[src/hw/rtl/psp_pkg.sv]
// Package for the polar scan to pixel block: payload structs, register
// indexes and the CORDIC arctangent table. No dependencies.
package psp_pkg;

  localparam int unsigned PIX_W   = 9;
  localparam int unsigned RANGE_W = 16;
  localparam int unsigned CORDIC_STEPS = 16;
  localparam logic signed [33:0] CORDIC_START = 34'sd652032874;

  typedef enum logic [1:0] {
    CFG_START_ANGLE = 2'd0,
    CFG_ANGLE_STEP  = 2'd1,
    CFG_MAX_RANGE   = 2'd2
  } cfg_idx_e;

  typedef struct packed {
    logic [15:0] range_sample;
    logic        start_of_scan;
  } in_t;

  typedef struct packed {
    logic [PIX_W-1:0] pixel_row;
    logic [PIX_W-1:0] pixel_col;
  } out_t;

  typedef struct packed {
    logic [15:0]        start_angle;
    logic signed [15:0] angle_step;
    logic [15:0]        max_range;
  } cfg_t;

  // one plotted beam, as handed from the front to the back
  typedef struct packed {
    logic [RANGE_W-1:0] range_sample;
    logic [31:0]        phase;
    logic [RANGE_W-1:0] max_range;
  } job_t;

  // atan(2^-i) in units of 2^-32 turn
  function automatic logic [31:0] atan_turn(input logic [3:0] i);
    logic [31:0] v;
    unique case (i)
      4'd0:  v = 32'd536870912;
      4'd1:  v = 32'd316933406;
      4'd2:  v = 32'd167458907;
      4'd3:  v = 32'd85004756;
      4'd4:  v = 32'd42667331;
      4'd5:  v = 32'd21354465;
      4'd6:  v = 32'd10679838;
      4'd7:  v = 32'd5340245;
      4'd8:  v = 32'd2670163;
      4'd9:  v = 32'd1335087;
      4'd10: v = 32'd667544;
      4'd11: v = 32'd333772;
      4'd12: v = 32'd166886;
      4'd13: v = 32'd83443;
      4'd14: v = 32'd41722;
      4'd15: v = 32'd20861;
      default: v = 32'd0;
    endcase
    return v;
  endfunction

endpackage

[src/hw/rtl/psp_queue.sv]
// Short register queue between the front and the back of the converter.
// Depends on nothing but its type parameter.
module psp_queue #(
  parameter type T = logic,
  parameter int unsigned DEPTH = 2
) (
  input  logic clk_i,
  input  logic rst_ni,
  input  logic push_i,
  input  T     data_i,
  output logic full_o,
  input  logic pop_i,
  output T     data_o,
  output logic empty_o
);
  localparam int unsigned PW = (DEPTH > 1) ? $clog2(DEPTH) : 1;
  localparam int unsigned CW = $clog2(DEPTH + 1);

  T              mem_q [DEPTH];
  logic [PW-1:0] wr_q, wr_d, rd_q, rd_d;
  logic [CW-1:0] cnt_q, cnt_d;

  assign full_o  = (cnt_q == CW'(DEPTH));
  assign empty_o = (cnt_q == '0);
  assign data_o  = mem_q[rd_q];

  always_comb begin
    wr_d  = wr_q;
    rd_d  = rd_q;
    cnt_d = cnt_q;
    if (push_i) begin
      wr_d = (wr_q == PW'(DEPTH - 1)) ? '0 : wr_q + 1'b1;
    end
    if (pop_i) begin
      rd_d = (rd_q == PW'(DEPTH - 1)) ? '0 : rd_q + 1'b1;
    end
    if (push_i && !pop_i) begin
      cnt_d = cnt_q + 1'b1;
    end else if (pop_i && !push_i) begin
      cnt_d = cnt_q - 1'b1;
    end
  end

  always_ff @(posedge clk_i or negedge rst_ni) begin
    if (!rst_ni) begin
      wr_q  <= '0;
      rd_q  <= '0;
      cnt_q <= '0;
    end else begin
      wr_q  <= wr_d;
      rd_q  <= rd_d;
      cnt_q <= cnt_d;
    end
  end

  always_ff @(posedge clk_i) begin
    if (push_i) begin
      mem_q[wr_q] <= data_i;
    end
  end
endmodule

[src/hw/rtl/psp_front.sv]
// Front end: takes beam transactions, tracks the beam angle, drops samples
// beyond the maximum range and queues the rest. Uses psp_pkg.
module psp_front #(
  parameter int unsigned ANGLE_BITS = 16
) (
  input  logic          clk_i,
  input  logic          rst_ni,
  input  psp_pkg::cfg_t cfg_i,
  input  logic          accept_i,
  input  psp_pkg::in_t  data_i,
  output logic          q_push_o,
  output psp_pkg::job_t job_o
);
  localparam int unsigned SHL = (ANGLE_BITS >= 16) ? ANGLE_BITS - 16 : 0;
  localparam int unsigned SHR = (ANGLE_BITS < 16) ? 16 - ANGLE_BITS : 0;

  logic [ANGLE_BITS-1:0] beam_q, beam_d, cur_angle, start_al, step_al;
  logic signed [39:0]    step_ext;
  logic [39:0]           start_ext;

  always_comb begin
    step_ext  = 40'(cfg_i.angle_step);
    start_ext = 40'(cfg_i.start_angle);
    if (ANGLE_BITS >= 16) begin
      step_al  = ANGLE_BITS'(step_ext <<< SHL);
      start_al = ANGLE_BITS'(start_ext << SHL);
    end else begin
      step_al  = ANGLE_BITS'(step_ext >>> SHR);
      start_al = ANGLE_BITS'(start_ext >> SHR);
    end
    cur_angle = data_i.start_of_scan ? start_al : beam_q;
    beam_d    = accept_i ? cur_angle + step_al : beam_q;
  end

  assign q_push_o           = accept_i && (data_i.range_sample <= cfg_i.max_range);
  assign job_o.range_sample = data_i.range_sample;
  assign job_o.max_range    = cfg_i.max_range;
  assign job_o.phase        = {cur_angle, {(32 - ANGLE_BITS){1'b0}}};

  always_ff @(posedge clk_i or negedge rst_ni) begin
    if (!rst_ni) begin
      beam_q <= '0;
    end else begin
      beam_q <= beam_d;
    end
  end
endmodule

[src/hw/rtl/psp_back.sv]
// Back end: iterative CORDIC, scaling multiply, bit-serial rounding divide
// for row and column side by side, saturation and the result register.
// Uses psp_pkg.
module psp_back #(
  parameter int unsigned IMAGE_SIZE = 512
) (
  input  logic          clk_i,
  input  logic          rst_ni,
  input  logic          q_empty_i,
  input  psp_pkg::job_t job_i,
  output logic          q_pop_o,
  output logic          empty_o,
  input  logic          pop_i,
  output psp_pkg::out_t data_o
);
  localparam int unsigned HALF = IMAGE_SIZE / 2;
  localparam int unsigned QW   = $clog2(IMAGE_SIZE) + 1;
  localparam int unsigned NW   = 51 + $clog2(IMAGE_SIZE);
  localparam int unsigned CW   = $clog2(QW);
  localparam int unsigned PW   = QW + 2;

  localparam logic [2:0] ST_IDLE = 3'd0;
  localparam logic [2:0] ST_ROT  = 3'd1;
  localparam logic [2:0] ST_MUL  = 3'd2;
  localparam logic [2:0] ST_PREP = 3'd3;
  localparam logic [2:0] ST_DIV  = 3'd4;
  localparam logic [2:0] ST_DONE = 3'd5;

  logic [2:0]         st_q, st_d;
  logic [3:0]         it_q;
  logic [CW-1:0]      dc_q;
  logic signed [33:0] x_q, y_q, z_q;
  logic               flip_q, mzero_q;
  logic [15:0]        rng_q, max_q;
  logic [49:0]        pr_q, pc_q;
  logic               nr_q, nc_q;
  logic [NW-1:0]      rr_q, rc_q, den_q;
  logic [QW-1:0]      qr_q, qc_q;
  logic               valid_q;
  psp_pkg::out_t      out_q;

  logic signed [33:0] tx, ty, sx, sy;
  logic [33:0]        ax, ay;
  logic [31:0]        pf;
  logic               fl, write_out;
  logic [NW-1:0]      half_den;
  logic signed [PW-1:0] pos_r, pos_c;
  psp_pkg::out_t      res;

  function automatic logic [PW-1:0] sat_pos(input logic [QW-1:0] q, input logic neg,
                                             input logic zero);
    logic signed [PW-1:0] p;
    p = zero ? PW'(HALF) : (neg ? PW'(HALF) - PW'(q) : PW'(HALF) + PW'(q));
    if (p < 0) begin
      p = '0;
    end else if (p > PW'(IMAGE_SIZE - 1)) begin
      p = PW'(IMAGE_SIZE - 1);
    end
    return p;
  endfunction

  always_comb begin
    tx = flip_q ? -x_q : x_q;
    ty = flip_q ? -y_q : y_q;
    ax = tx[33] ? 34'(-tx) : 34'(tx);
    ay = ty[33] ? 34'(-ty) : 34'(ty);
    sx = x_q >>> it_q;
    sy = y_q >>> it_q;
    fl = job_i.phase[31] ^ job_i.phase[30];
    pf = {job_i.phase[31] ^ fl, job_i.phase[30:0]};
    half_den = NW'({max_q, 29'd0});
    pos_r = sat_pos(qr_q, nr_q, mzero_q);
    pos_c = sat_pos(qc_q, nc_q, mzero_q);
    res.pixel_row = psp_pkg::PIX_W'(pos_r);
    res.pixel_col = psp_pkg::PIX_W'(pos_c);
    write_out = (st_q == ST_DONE) && (!valid_q || pop_i);
    q_pop_o   = (st_q == ST_IDLE) && !q_empty_i;
    st_d = st_q;
    unique case (st_q)
      ST_IDLE: if (!q_empty_i) st_d = ST_ROT;
      ST_ROT:  if (it_q == 4'(psp_pkg::CORDIC_STEPS - 1)) st_d = ST_MUL;
      ST_MUL:  st_d = ST_PREP;
      ST_PREP: st_d = ST_DIV;
      ST_DIV:  if (dc_q == '0) st_d = ST_DONE;
      ST_DONE: if (write_out) st_d = ST_IDLE;
      default: st_d = ST_IDLE;
    endcase
  end

  always_ff @(posedge clk_i or negedge rst_ni) begin
    if (!rst_ni) begin
      st_q    <= ST_IDLE;
      valid_q <= 1'b0;
    end else begin
      st_q <= st_d;
      if (write_out) begin
        valid_q <= 1'b1;
      end else if (pop_i) begin
        valid_q <= 1'b0;
      end
    end
  end

  always_ff @(posedge clk_i) begin
    if (write_out) begin
      out_q <= res;
    end
    unique case (st_q)
      ST_IDLE: begin
        x_q     <= psp_pkg::CORDIC_START;
        y_q     <= '0;
        z_q     <= 34'(signed'(pf));
        flip_q  <= fl;
        it_q    <= '0;
        rng_q   <= job_i.range_sample;
        max_q   <= job_i.max_range;
        mzero_q <= (job_i.max_range == '0);
      end
      ST_ROT: begin
        if (!z_q[33]) begin
          x_q <= x_q - sy;
          y_q <= y_q + sx;
          z_q <= z_q - 34'(psp_pkg::atan_turn(it_q));
        end else begin
          x_q <= x_q + sy;
          y_q <= y_q - sx;
          z_q <= z_q + 34'(psp_pkg::atan_turn(it_q));
        end
        it_q <= it_q + 1'b1;
      end
      ST_MUL: begin
        pr_q <= 50'(rng_q) * 50'(ax);
        pc_q <= 50'(rng_q) * 50'(ay);
        nr_q <= tx[33];
        nc_q <= ty[33];
      end
      ST_PREP: begin
        rr_q  <= NW'(pr_q) * NW'(HALF) + half_den;
        rc_q  <= NW'(pc_q) * NW'(HALF) + half_den;
        den_q <= NW'({max_q, 30'd0}) << (QW - 1);
        dc_q  <= CW'(QW - 1);
        qr_q  <= '0;
        qc_q  <= '0;
      end
      ST_DIV: begin
        if (rr_q >= den_q) begin
          rr_q <= rr_q - den_q;
          qr_q <= {qr_q[QW-2:0], 1'b1};
        end else begin
          qr_q <= {qr_q[QW-2:0], 1'b0};
        end
        if (rc_q >= den_q) begin
          rc_q <= rc_q - den_q;
          qc_q <= {qc_q[QW-2:0], 1'b1};
        end else begin
          qc_q <= {qc_q[QW-2:0], 1'b0};
        end
        den_q <= den_q >> 1;
        dc_q  <= dc_q - 1'b1;
      end
      default: begin
      end
    endcase
  end

  assign empty_o = !valid_q;
  assign data_o  = out_q;
endmodule

[src/hw/rtl/polar_scan_to_pixel.sv]
// Top level of the polar scan to pixel converter: configuration registers,
// front end, job queue and back end. Uses psp_pkg, psp_front, psp_queue, psp_back.
//
//  channel  direction  handshake            payload
//  input    in         push_i / full_o      in_data_i  (psp_pkg::in_t)
//  result   out        empty_o / pop_i      out_data_o (psp_pkg::out_t)
//  config   in         cfg_valid_i / ready  cfg_index_i, cfg_data_i
//
// In the back end a plotted beam passes idle, 16 CORDIC iterations, multiply,
// prepare, log2(IMAGE_SIZE)+1 divide steps and done, where it waits while the
// result register is full; the back end takes a new beam only back in idle.
// A beam beyond max_range is accepted by the front end and yields nothing.
// The two-entry queue lets the front keep taking beams while the back works, until it is full.
// Reset clears start angle, angle step, beam angle, queue and result flag, and sets max_range to 0xFFFF.
module polar_scan_to_pixel #(
  parameter int unsigned IMAGE_SIZE = 512,
  parameter int unsigned ANGLE_BITS = 16
) (
  input  logic          clk_i,
  input  logic          rst_ni,
  input  logic          push_i,
  output logic          full_o,
  input  psp_pkg::in_t  in_data_i,
  output logic          empty_o,
  input  logic          pop_i,
  output psp_pkg::out_t out_data_o,
  input  logic          cfg_valid_i,
  output logic          cfg_ready_o,
  input  logic [1:0]    cfg_index_i,
  input  logic [15:0]   cfg_data_i
);
  psp_pkg::cfg_t cfg_q;
  psp_pkg::job_t push_job, pop_job;
  logic          accept, q_push, q_pop, q_empty;

  assign cfg_ready_o = 1'b1;
  assign accept      = push_i && !full_o;

  always_ff @(posedge clk_i or negedge rst_ni) begin
    if (!rst_ni) begin
      cfg_q.start_angle <= '0;
      cfg_q.angle_step  <= '0;
      cfg_q.max_range   <= 16'hFFFF;
    end else if (cfg_valid_i && cfg_ready_o) begin
      unique case (cfg_index_i)
        psp_pkg::CFG_START_ANGLE: cfg_q.start_angle <= cfg_data_i;
        psp_pkg::CFG_ANGLE_STEP:  cfg_q.angle_step  <= cfg_data_i;
        psp_pkg::CFG_MAX_RANGE:   cfg_q.max_range   <= cfg_data_i;
        default: begin
        end
      endcase
    end
  end

  psp_front #(.ANGLE_BITS(ANGLE_BITS)) u_front (
    .clk_i, .rst_ni,
    .cfg_i    (cfg_q),
    .accept_i (accept),
    .data_i   (in_data_i),
    .q_push_o (q_push),
    .job_o    (push_job)
  );

  psp_queue #(.T(psp_pkg::job_t), .DEPTH(2)) u_queue (
    .clk_i, .rst_ni,
    .push_i  (q_push),
    .data_i  (push_job),
    .full_o  (full_o),
    .pop_i   (q_pop),
    .data_o  (pop_job),
    .empty_o (q_empty)
  );

  psp_back #(.IMAGE_SIZE(IMAGE_SIZE)) u_back (
    .clk_i, .rst_ni,
    .q_empty_i (q_empty),
    .job_i     (pop_job),
    .q_pop_o   (q_pop),
    .empty_o   (empty_o),
    .pop_i     (pop_i),
    .data_o    (out_data_o)
  );

  a_pop_nonempty: assert property (@(posedge clk_i) disable iff (!rst_ni)
    q_pop |-> !q_empty) else $error("queue popped while empty");

  a_push_on_accept: assert property (@(posedge clk_i) disable iff (!rst_ni)
    q_push |-> accept) else $error("queue push without transaction");

  a_drop_far: assert property (@(posedge clk_i) disable iff (!rst_ni)
    (accept && (in_data_i.range_sample > cfg_q.max_range)) |-> !q_push)
    else $error("out-of-range beam queued");
endmodule
[config.mk]
export PLATFORM = sky130hd
export DESIGN_NAME = polar_scan_to_pixel
export DESIGN_NICKNAME = d
export VERILOG_FILES = /design/src/hw/rtl/psp_pkg.sv /design/src/hw/rtl/psp_queue.sv /design/src/hw/rtl/psp_front.sv /design/src/hw/rtl/psp_back.sv /design/src/hw/rtl/polar_scan_to_pixel.sv
export SDC_FILE = /design/constraint.sdc
export NUM_CORES = 2
export LEC_CHECK = 0
export BUFFER_PORTS_ARGS = -buffer_cell sky130_fd_sc_hd__buf_2
export CAP_MARGIN = 5
export CORE_UTILIZATION = 40
export CTS_BUF_LIST = sky130_fd_sc_hd__clkbuf_4
export CTS_CLUSTER_DIAMETER = 200
export DETAILED_ROUTE_END_ITERATION = 16
export MAX_ROUTING_LAYER = met4
export SLEW_MARGIN = 0
export SYNTH_ARGS = -nofsm -noshare
export SYNTH_HDL_FRONTEND = slang
export SYNTH_HIERARCHICAL = 1
export SYNTH_SLANG_ARGS = --single-unit
[constraint.sdc]
create_clock -name clk_i -period 11.4 [get_ports clk_i]
set_input_delay 1.14 -clock clk_i [delete_from_list [all_inputs] [get_ports clk_i]]
set_output_delay 1.14 -clock clk_i [all_outputs]
set_load 0.02 [all_outputs]
== After elaboration in Yosys (flattened, before gate mapping) ==
Memories as Yosys holds them, arrays and structs flattened. A register that Yosys moved wholly into a read port is not among the register bits.
Index checks and enable logic that the tools add are counted.

* Output and inout port bits: 21
* Input port bits: 40
* ROM bits: 960
* Word-level logic and storage cells: 159
* Bits in writable memories: 96
* Register bits: 536
* Memories kept: 3

* Reductions and logical operators: 27
* Equality and inequality tests: 15
* Bitwise logic cells: 2
* $add $sub $neg: 25
* Multiplexer cells: 47
* Multiply operators: 2
* Shifts and indexed selects: 2
* Magnitude comparators: 7

{| class="wikitable"
|+ Memories
! name !! words !! bits a word !! read ports !! clocked after Yosys merged registers in !! wr ports !! line !! text
|-
| (no name shown) || 16 || 30 || 1 || 1 || 0 || psp_pkg.sv:42 || <nowiki>unique case (i)</nowiki>
|-
| (no name shown) || 16 || 30 || 1 || 1 || 0 || psp_pkg.sv:42 ||
|-
| u_queue.mem_q || 2 || 48 || 1 || 0 || 1 || psp_queue.sv:19 || <nowiki>T mem_q [DEPTH];</nowiki>
|}

{| class="wikitable"
|+ Operator list
! operator !! number
|-
| $pmux 60 s2 || 3
|-
| $mux 34 || 7
|-
| $pmux 34 s2 || 3
|-
| $neg 34->34 || 4
|-
| $mux 32 || 4
|-
| $ge 60x60->1 || 2
|-
| $mux 60 || 2
|-
| $sub 60x60->60 || 2
|-
| $add 58x45->59 || 2
|-
| $mul 16x34->50 || 2
|-
| $add 34x34->34 || 2
|-
| $sshr 34x4->34 || 2
|-
| $sub 34x34->34 || 2
|-
| $mux 12 || 4
|-
| $pmux 10 s2 || 2
|-
| $add 34x32->34 || 1
|-
| $sub 34x32->34 || 1
|-
| $gt 12x9->1 const B || 2
|-
| $lt 12x1->1 const B || 2
|-
| $add 9x10->11 const A || 2
|-
| $sub 9x10->11 const A || 2
|-
| $mux 9 || 2
|-
| $pmux 3 s6 || 1
|-
| $add 16x16->16 || 1
|-
| other kinds (31) || 70
|}

== Logic depth before layout (Yosys ltp) ==
* Depth after elaboration: 8
* Mapped depth: 38
* Gate-level depth less buffers: 34

== Cells and area by module ==
Netlist, hierarchy kept.

{| class="wikitable"
|+ Modules (own cells, without submodules)
! module !! seq. area each (um^2) !! cells each !! area an instance (um^2) !! instances
|-
| psp_back || 14483.9 || 8244 || 74317.5 || 1
|-
| psp_queue || 3943.8 || 215 || 5011.1 || 1
|-
| psp_front || 400.4 || 257 || 2265.9 || 1
|-
| polar_scan_to_pixel || 1221.2 || 105 || 1853.0 || 1
|}

== Worst setup path after synthesis ==
OpenSTA, ideal clock, no wires.

* Path type: register to register
* Start: register u_back.y_q[10]
* End: register u_back.pc_q[49] (data pin)
* Path slack: 1.593 ns
* Data required time: 11.136 ns
* Setup time: 0.264 ns
* Cell stages (with the launch flop): 37
* Period minus slack after synthesis: 9.807 ns
* Arrival: 9.543 ns
* Buffers on the path: 5
* Path through: edfxtp_1 buf_2 or4_1 or2_1 clkbuf_1 or3_1 buf_2 o41ai_2 xor2_1 inv_1 buf_2 o21ai_0 xnor2_1 clkbuf_1 nand2_1 fa_1 inv_1 fa_1 inv_1 fa_1 inv_1 fa_1 inv_1 fa_1 inv_1 fa_1 ha_1 nand2_1 nor3_1 nand3_1 or4b_2 a21boi_0 a21oi_1 o31a_1 o21ai_0 mux2i_1 nor2_1

* Word-level cells in the longest chain between the ends: 5

{| class="wikitable"
|+ RTL lines
! what !! line !! text
|-
| start, declared || psp_back.sv:32 || <nowiki>logic signed [33:0] x_q, y_q, z_q;</nowiki>
|-
| start signal, assigned || psp_back.sv:122 || <nowiki>y_q <= y_q + sx;</nowiki>
|-
| start signal, assigned || psp_back.sv:126 || <nowiki>y_q <= y_q - sx;</nowiki>
|-
| $neg 34->34 * || psp_back.sv:64 || <nowiki>ty = flip_q ? -y_q : y_q;</nowiki>
|-
| $mux 34 * || psp_back.sv:64 ||
|-
| named net u_back.ty[33] || psp_back.sv:42 || <nowiki>logic signed [33:0] tx, ty, sx, sy;</nowiki>
|-
| $neg 34->34 || psp_back.sv:66 || <nowiki>ay = ty[33] ? 34'(-ty) : 34'(ty);</nowiki>
|-
| $mux 34 * || psp_back.sv:66 ||
|-
| $mul 16x34->50 * || psp_back.sv:133 || <nowiki>pc_q <= 50'(rng_q) * 50'(ay);</nowiki>
|-
| end signal, assigned || psp_back.sv:133 ||
|-
| end, declared || psp_back.sv:35 || <nowiki>logic [49:0] pr_q, pc_q;</nowiki>
|}

The timed path passes the listed nets; every way through them passes the cells marked *.
A chain may end at the register's enable or synchronous reset.

== Worst setup path after layout ==
* Start: register u_back.x_q[13]
* End: register u_back.pr_q[49] (data pin)

* Word-level cells in the longest chain between the ends: 5

{| class="wikitable"
|+ RTL lines
! what !! line !! text
|-
| start, declared || psp_back.sv:32 ||
|-
| start signal, assigned || psp_back.sv:110 || <nowiki>x_q <= psp_pkg::CORDIC_START;</nowiki>
|-
| start signal, assigned || psp_back.sv:121 || <nowiki>x_q <= x_q - sy;</nowiki>
|-
| start signal, assigned || psp_back.sv:125 || <nowiki>x_q <= x_q + sy;</nowiki>
|-
| $neg 34->34 || psp_back.sv:63 || <nowiki>tx = flip_q ? -x_q : x_q;</nowiki>
|-
| $mux 34 * || psp_back.sv:63 ||
|-
| $neg 34->34 || psp_back.sv:65 || <nowiki>ax = tx[33] ? 34'(-tx) : 34'(tx);</nowiki>
|-
| $mux 34 * || psp_back.sv:65 ||
|-
| $mul 16x34->50 * || psp_back.sv:132 || <nowiki>pr_q <= 50'(rng_q) * 50'(ax);</nowiki>
|-
| end signal, assigned || psp_back.sv:132 ||
|-
| end, declared || psp_back.sv:35 ||
|}

Every way passes the cells marked *; elsewhere a longest branch is shown, timed or not.

==> flow_summary.toml <==
[logic_synthesis]
synth_ff_type = "edfxtp_1"
synth_async_sr_flop_share_pct = 10.45
synth_area_um2 = 83450
ys_seq_area_share_pct = 24.03
syn-instance-count = 8821
ys_ff_latch = 689
synth_cell_types = 111
avgSynthCellArea_um2 = 9.460
ys_warn_count = 6
synth_edf_count = 587

[job]
maxCapViolCount = 0

[sta]
rsz0062_at_grt = "false"
slew_headroom_pct = 16.28
hold_viol = 0
max_freq_mhz = 92.46
worst_pin_slew_ns = 1.240
fin_worst_skew_ns = 0.08489
tns_ns = 0
setup_viol = 0
timing.hold.ws_ns = 0.1605
timing.final.crit_share_pct = 94.88
period_needed_ns = 10.82
slew_viol_final = 0
setup_slack_ns = 0.5840

[min_path]
hold_path_end = "u_queue/mem_q[0][55]$_DFFE_PP_"
hold_path_class = "input port to flip-flop"
worstHoldPathCells = 1
min_from = "in_data_i[8]"

[setup_path]
cp_max_fo = 19
r2r_start = "u_back/x_q[13]$_SDFFCE_PN1N_"
worstPathRequired_ns = 12.32
cp-end-kind = "flip-flop"
crit_family = "adder cells"
crit_arrival_ns = 11.74
worst-path-buf-inv = 6
setup.worst_path.start_class = "flip-flop"
critical_path_class = "flip-flop to flip-flop"
slowest_delay_ns = 0.81
r2r-end = "u_back/pr_q[49]$_DFFE_PN_"
reg2reg_slack_ns = 0.58
cp_common_cell = "fa_1"
reg2reg_depth = 30
worst_path_max_delay_cell = "xnor2_2"

[detailed_routing]
first_pass_iters = 6
vias = 64240
via_per_inst = 5.482
first_iter_violations = 5520
routed_wl_mm = 239.8
route.detailed.wl_per_inst_um = 20.46
drc = 0
postRouteAntennaNets = 0

[clock_tree]
cts_max_path_buffers = 3
numCtsBuffers = 193
cts.htree.levels = 4
cts.clk_slew.worst_paths_ns = 0.07
insertion_delay_ns = 1.24
cts_root_buf = "clkbuf_4"
clock_sinks = 689
cts_tree = "yes"

[die]
fp.dieH_um = 458.8
initial_core_util_pct = 40.26
rows = 167
die_area_um2 = 210500
io_pins = 61
coreArea_um2 = 207300
dieWidth_um = 458.8

[global_route]
gr-usage-all-layers_pct = 23.37
grt_max_degree = 191
overflow = 0
grt_pass1_vias = 65500
grt_pass1_wl_mm = 376.5
antenna_found_initial = 10

[placement]
pre_cts_slack_ns = 0.5529
io_buffers = 59
place.gp.congestion = 0.9652
dp_hpwl_mm = 186.7

[layout]
drive_gt1_share_pct = 10.02
syn2layout_area_growth_pct = 6.605
fin_nets = 10240
final_cell_mix = "nand2_1 (1113), inv_1 (1101), fa_1 (900)"
mostFrequentLayoutCell = "nand2_1"
postLayoutCoreUtil_pct = 42.92

[status]
outcome = "finished, final reports clean"
==> synthesized netlist by cell type, drive strengths merged, types with 14 or more instances <==
library cell / count / area share, %
o211ai: 26 / 0.24
nand2: 1117 / 5.0
fa: 900 / 22
a21o: 192 / 1.7
and2: 444 / 3.3
nand4: 72 / 0.54
o21bai: 56 / 0.50
a2111oi: 16 / 0.18
o21a: 54 / 0.49
buf: 179 / 1.3
o41ai: 28 / 0.34
o22ai: 14 / 0.10
inv: 1104 / 5.0
or2: 29 / 0.22
edfxtp: 587 / 21
nand2b: 54 / 0.40
and3: 66 / 0.49
nor2: 449 / 2.0
dfstp: 16 / 0.50
nor2b: 70 / 0.52
clkbuf: 304 / 1.4
nand3: 95 / 0.57
nand3b: 15 / 0.14
o21ai: 364 / 2.2
o31ai: 43 / 0.41
a21oi: 450 / 2.7
a211oi: 52 / 0.47
a41oi: 14 / 0.15
or3: 47 / 0.35
mux2i: 58 / 0.70
xnor2: 309 / 3.4
a21boi: 24 / 0.22
ha: 539 / 8.1
mux2: 176 / 2.6
a31oi: 72 / 0.55
mux4: 71 / 1.9
nor3b: 16 / 0.16
dfrtp: 56 / 1.7
dfxtp: 30 / 0.72
and4: 16 / 0.17
nor3: 119 / 0.75
nor4: 30 / 0.22
xor2: 249 / 2.7
==> logic make-up after synthesis <==
logic type / Yosys count / share of synthesized area [%]
other: 2 / 0.009000
buffers and inverters: 1589 / 7.669
adders and majority gates: 1439 / 29.67
muxes: 305 / 5.221
xor gates and xnor gates: 558 / 6.091
AOI/OAI and AO/OA: 1549 / 11.83
and+or+nand+nor: 2690 / 15.48
DFF: 689 / 24.03
==> stage by stage <==
| stage | instance area, um^2 | std cells |
|---|---|---|
| 2_1_floorplan | 83500 | 8836 |
| 5_1_grt | 88960 | 11720 |
| 3_3_place_gp | 86280 | 11350 |
| 4_1_cts | 88910 | 11710 |
| 6_report | 88960 | 11720 |
| 3_5_place_dp | 86280 | 11350 |
==> layout make-up <==
cell class,count,area (um^2)
Fill cell,20230,118300
Clock buffer,271,2034
Inverter,1106,4154
Timing Repair Buffer,216,1524
Multi-Input combinational cell,6558,57170
Sequential cell,689,20050
Tap cell,2788,3488
Clock inverter,78,500.5
Antenna cell,12,30.03
==> timing repair <==
action | 4_1_cts | 5_1_grt
gates resized for setup | 0 | 2
endpoints found under the hold margin | 39 | 0
setup endpoints to repair | 0 | 2
buffers inserted | 0 | 0
hold buffers | 9 | 0
==> layer usage <==
layer,wire [um],global-route usage (%)
met1,103900,29.90
met3,15500,3.882
met2,112100,37.39
met4,8293,8.018
met5,0,-
==> how the worst max path moves through the flow <==
| stage | from | end | slack, ns | cells after the start |
|---|---|---|---|---|
| after global routing | u_back/y_q[1]$_SDFFCE_PN0N_ | u_back/pc_q[49]$_DFFE_PN_ | 0.13 | 33 |
| after detailed placement | u_back/x_q[1]$_SDFFCE_PN1N_ | u_back/pr_q[48]$_DFFE_PN_ | 0.55 | 32 |
| final | u_back/x_q[13]$_SDFFCE_PN1N_ | u_back/pr_q[49]$_DFFE_PN_ | 0.58 | 30 |
| after floorplan | u_back/y_q[10]$_SDFFCE_PN0N_ | u_back/pc_q[49]$_DFFE_PN_ | 1.59 | 36 |
| after CTS | u_back/x_q[1]$_SDFFCE_PN1N_ | u_back/pr_q[48]$_DFFE_PN_ | 0.54 | 32 |
| after global placement | u_back/x_q[1]$_SDFFCE_PN1N_ | u_back/pr_q[48]$_DFFE_PN_ | 0.71 | 32 |
==> registers in the layout (all words and copies together) (netlist names), 18 cells and up, named ones only <==
signal,cells
u_back/pr_q,50
u_back/rc_q,60
u_back/x_q,34
u_back/z_q,34
u_queue/mem_q,128
u_back/rr_q,60
u_back/y_q,34
u_back/den_q,55
cfg_q,48
u_back/data_o,18
u_back/pc_q,50
Power is left out: the tool's default activity adds up to more than one toggle a clock period on the data nets, which glitch-free logic cannot reach.
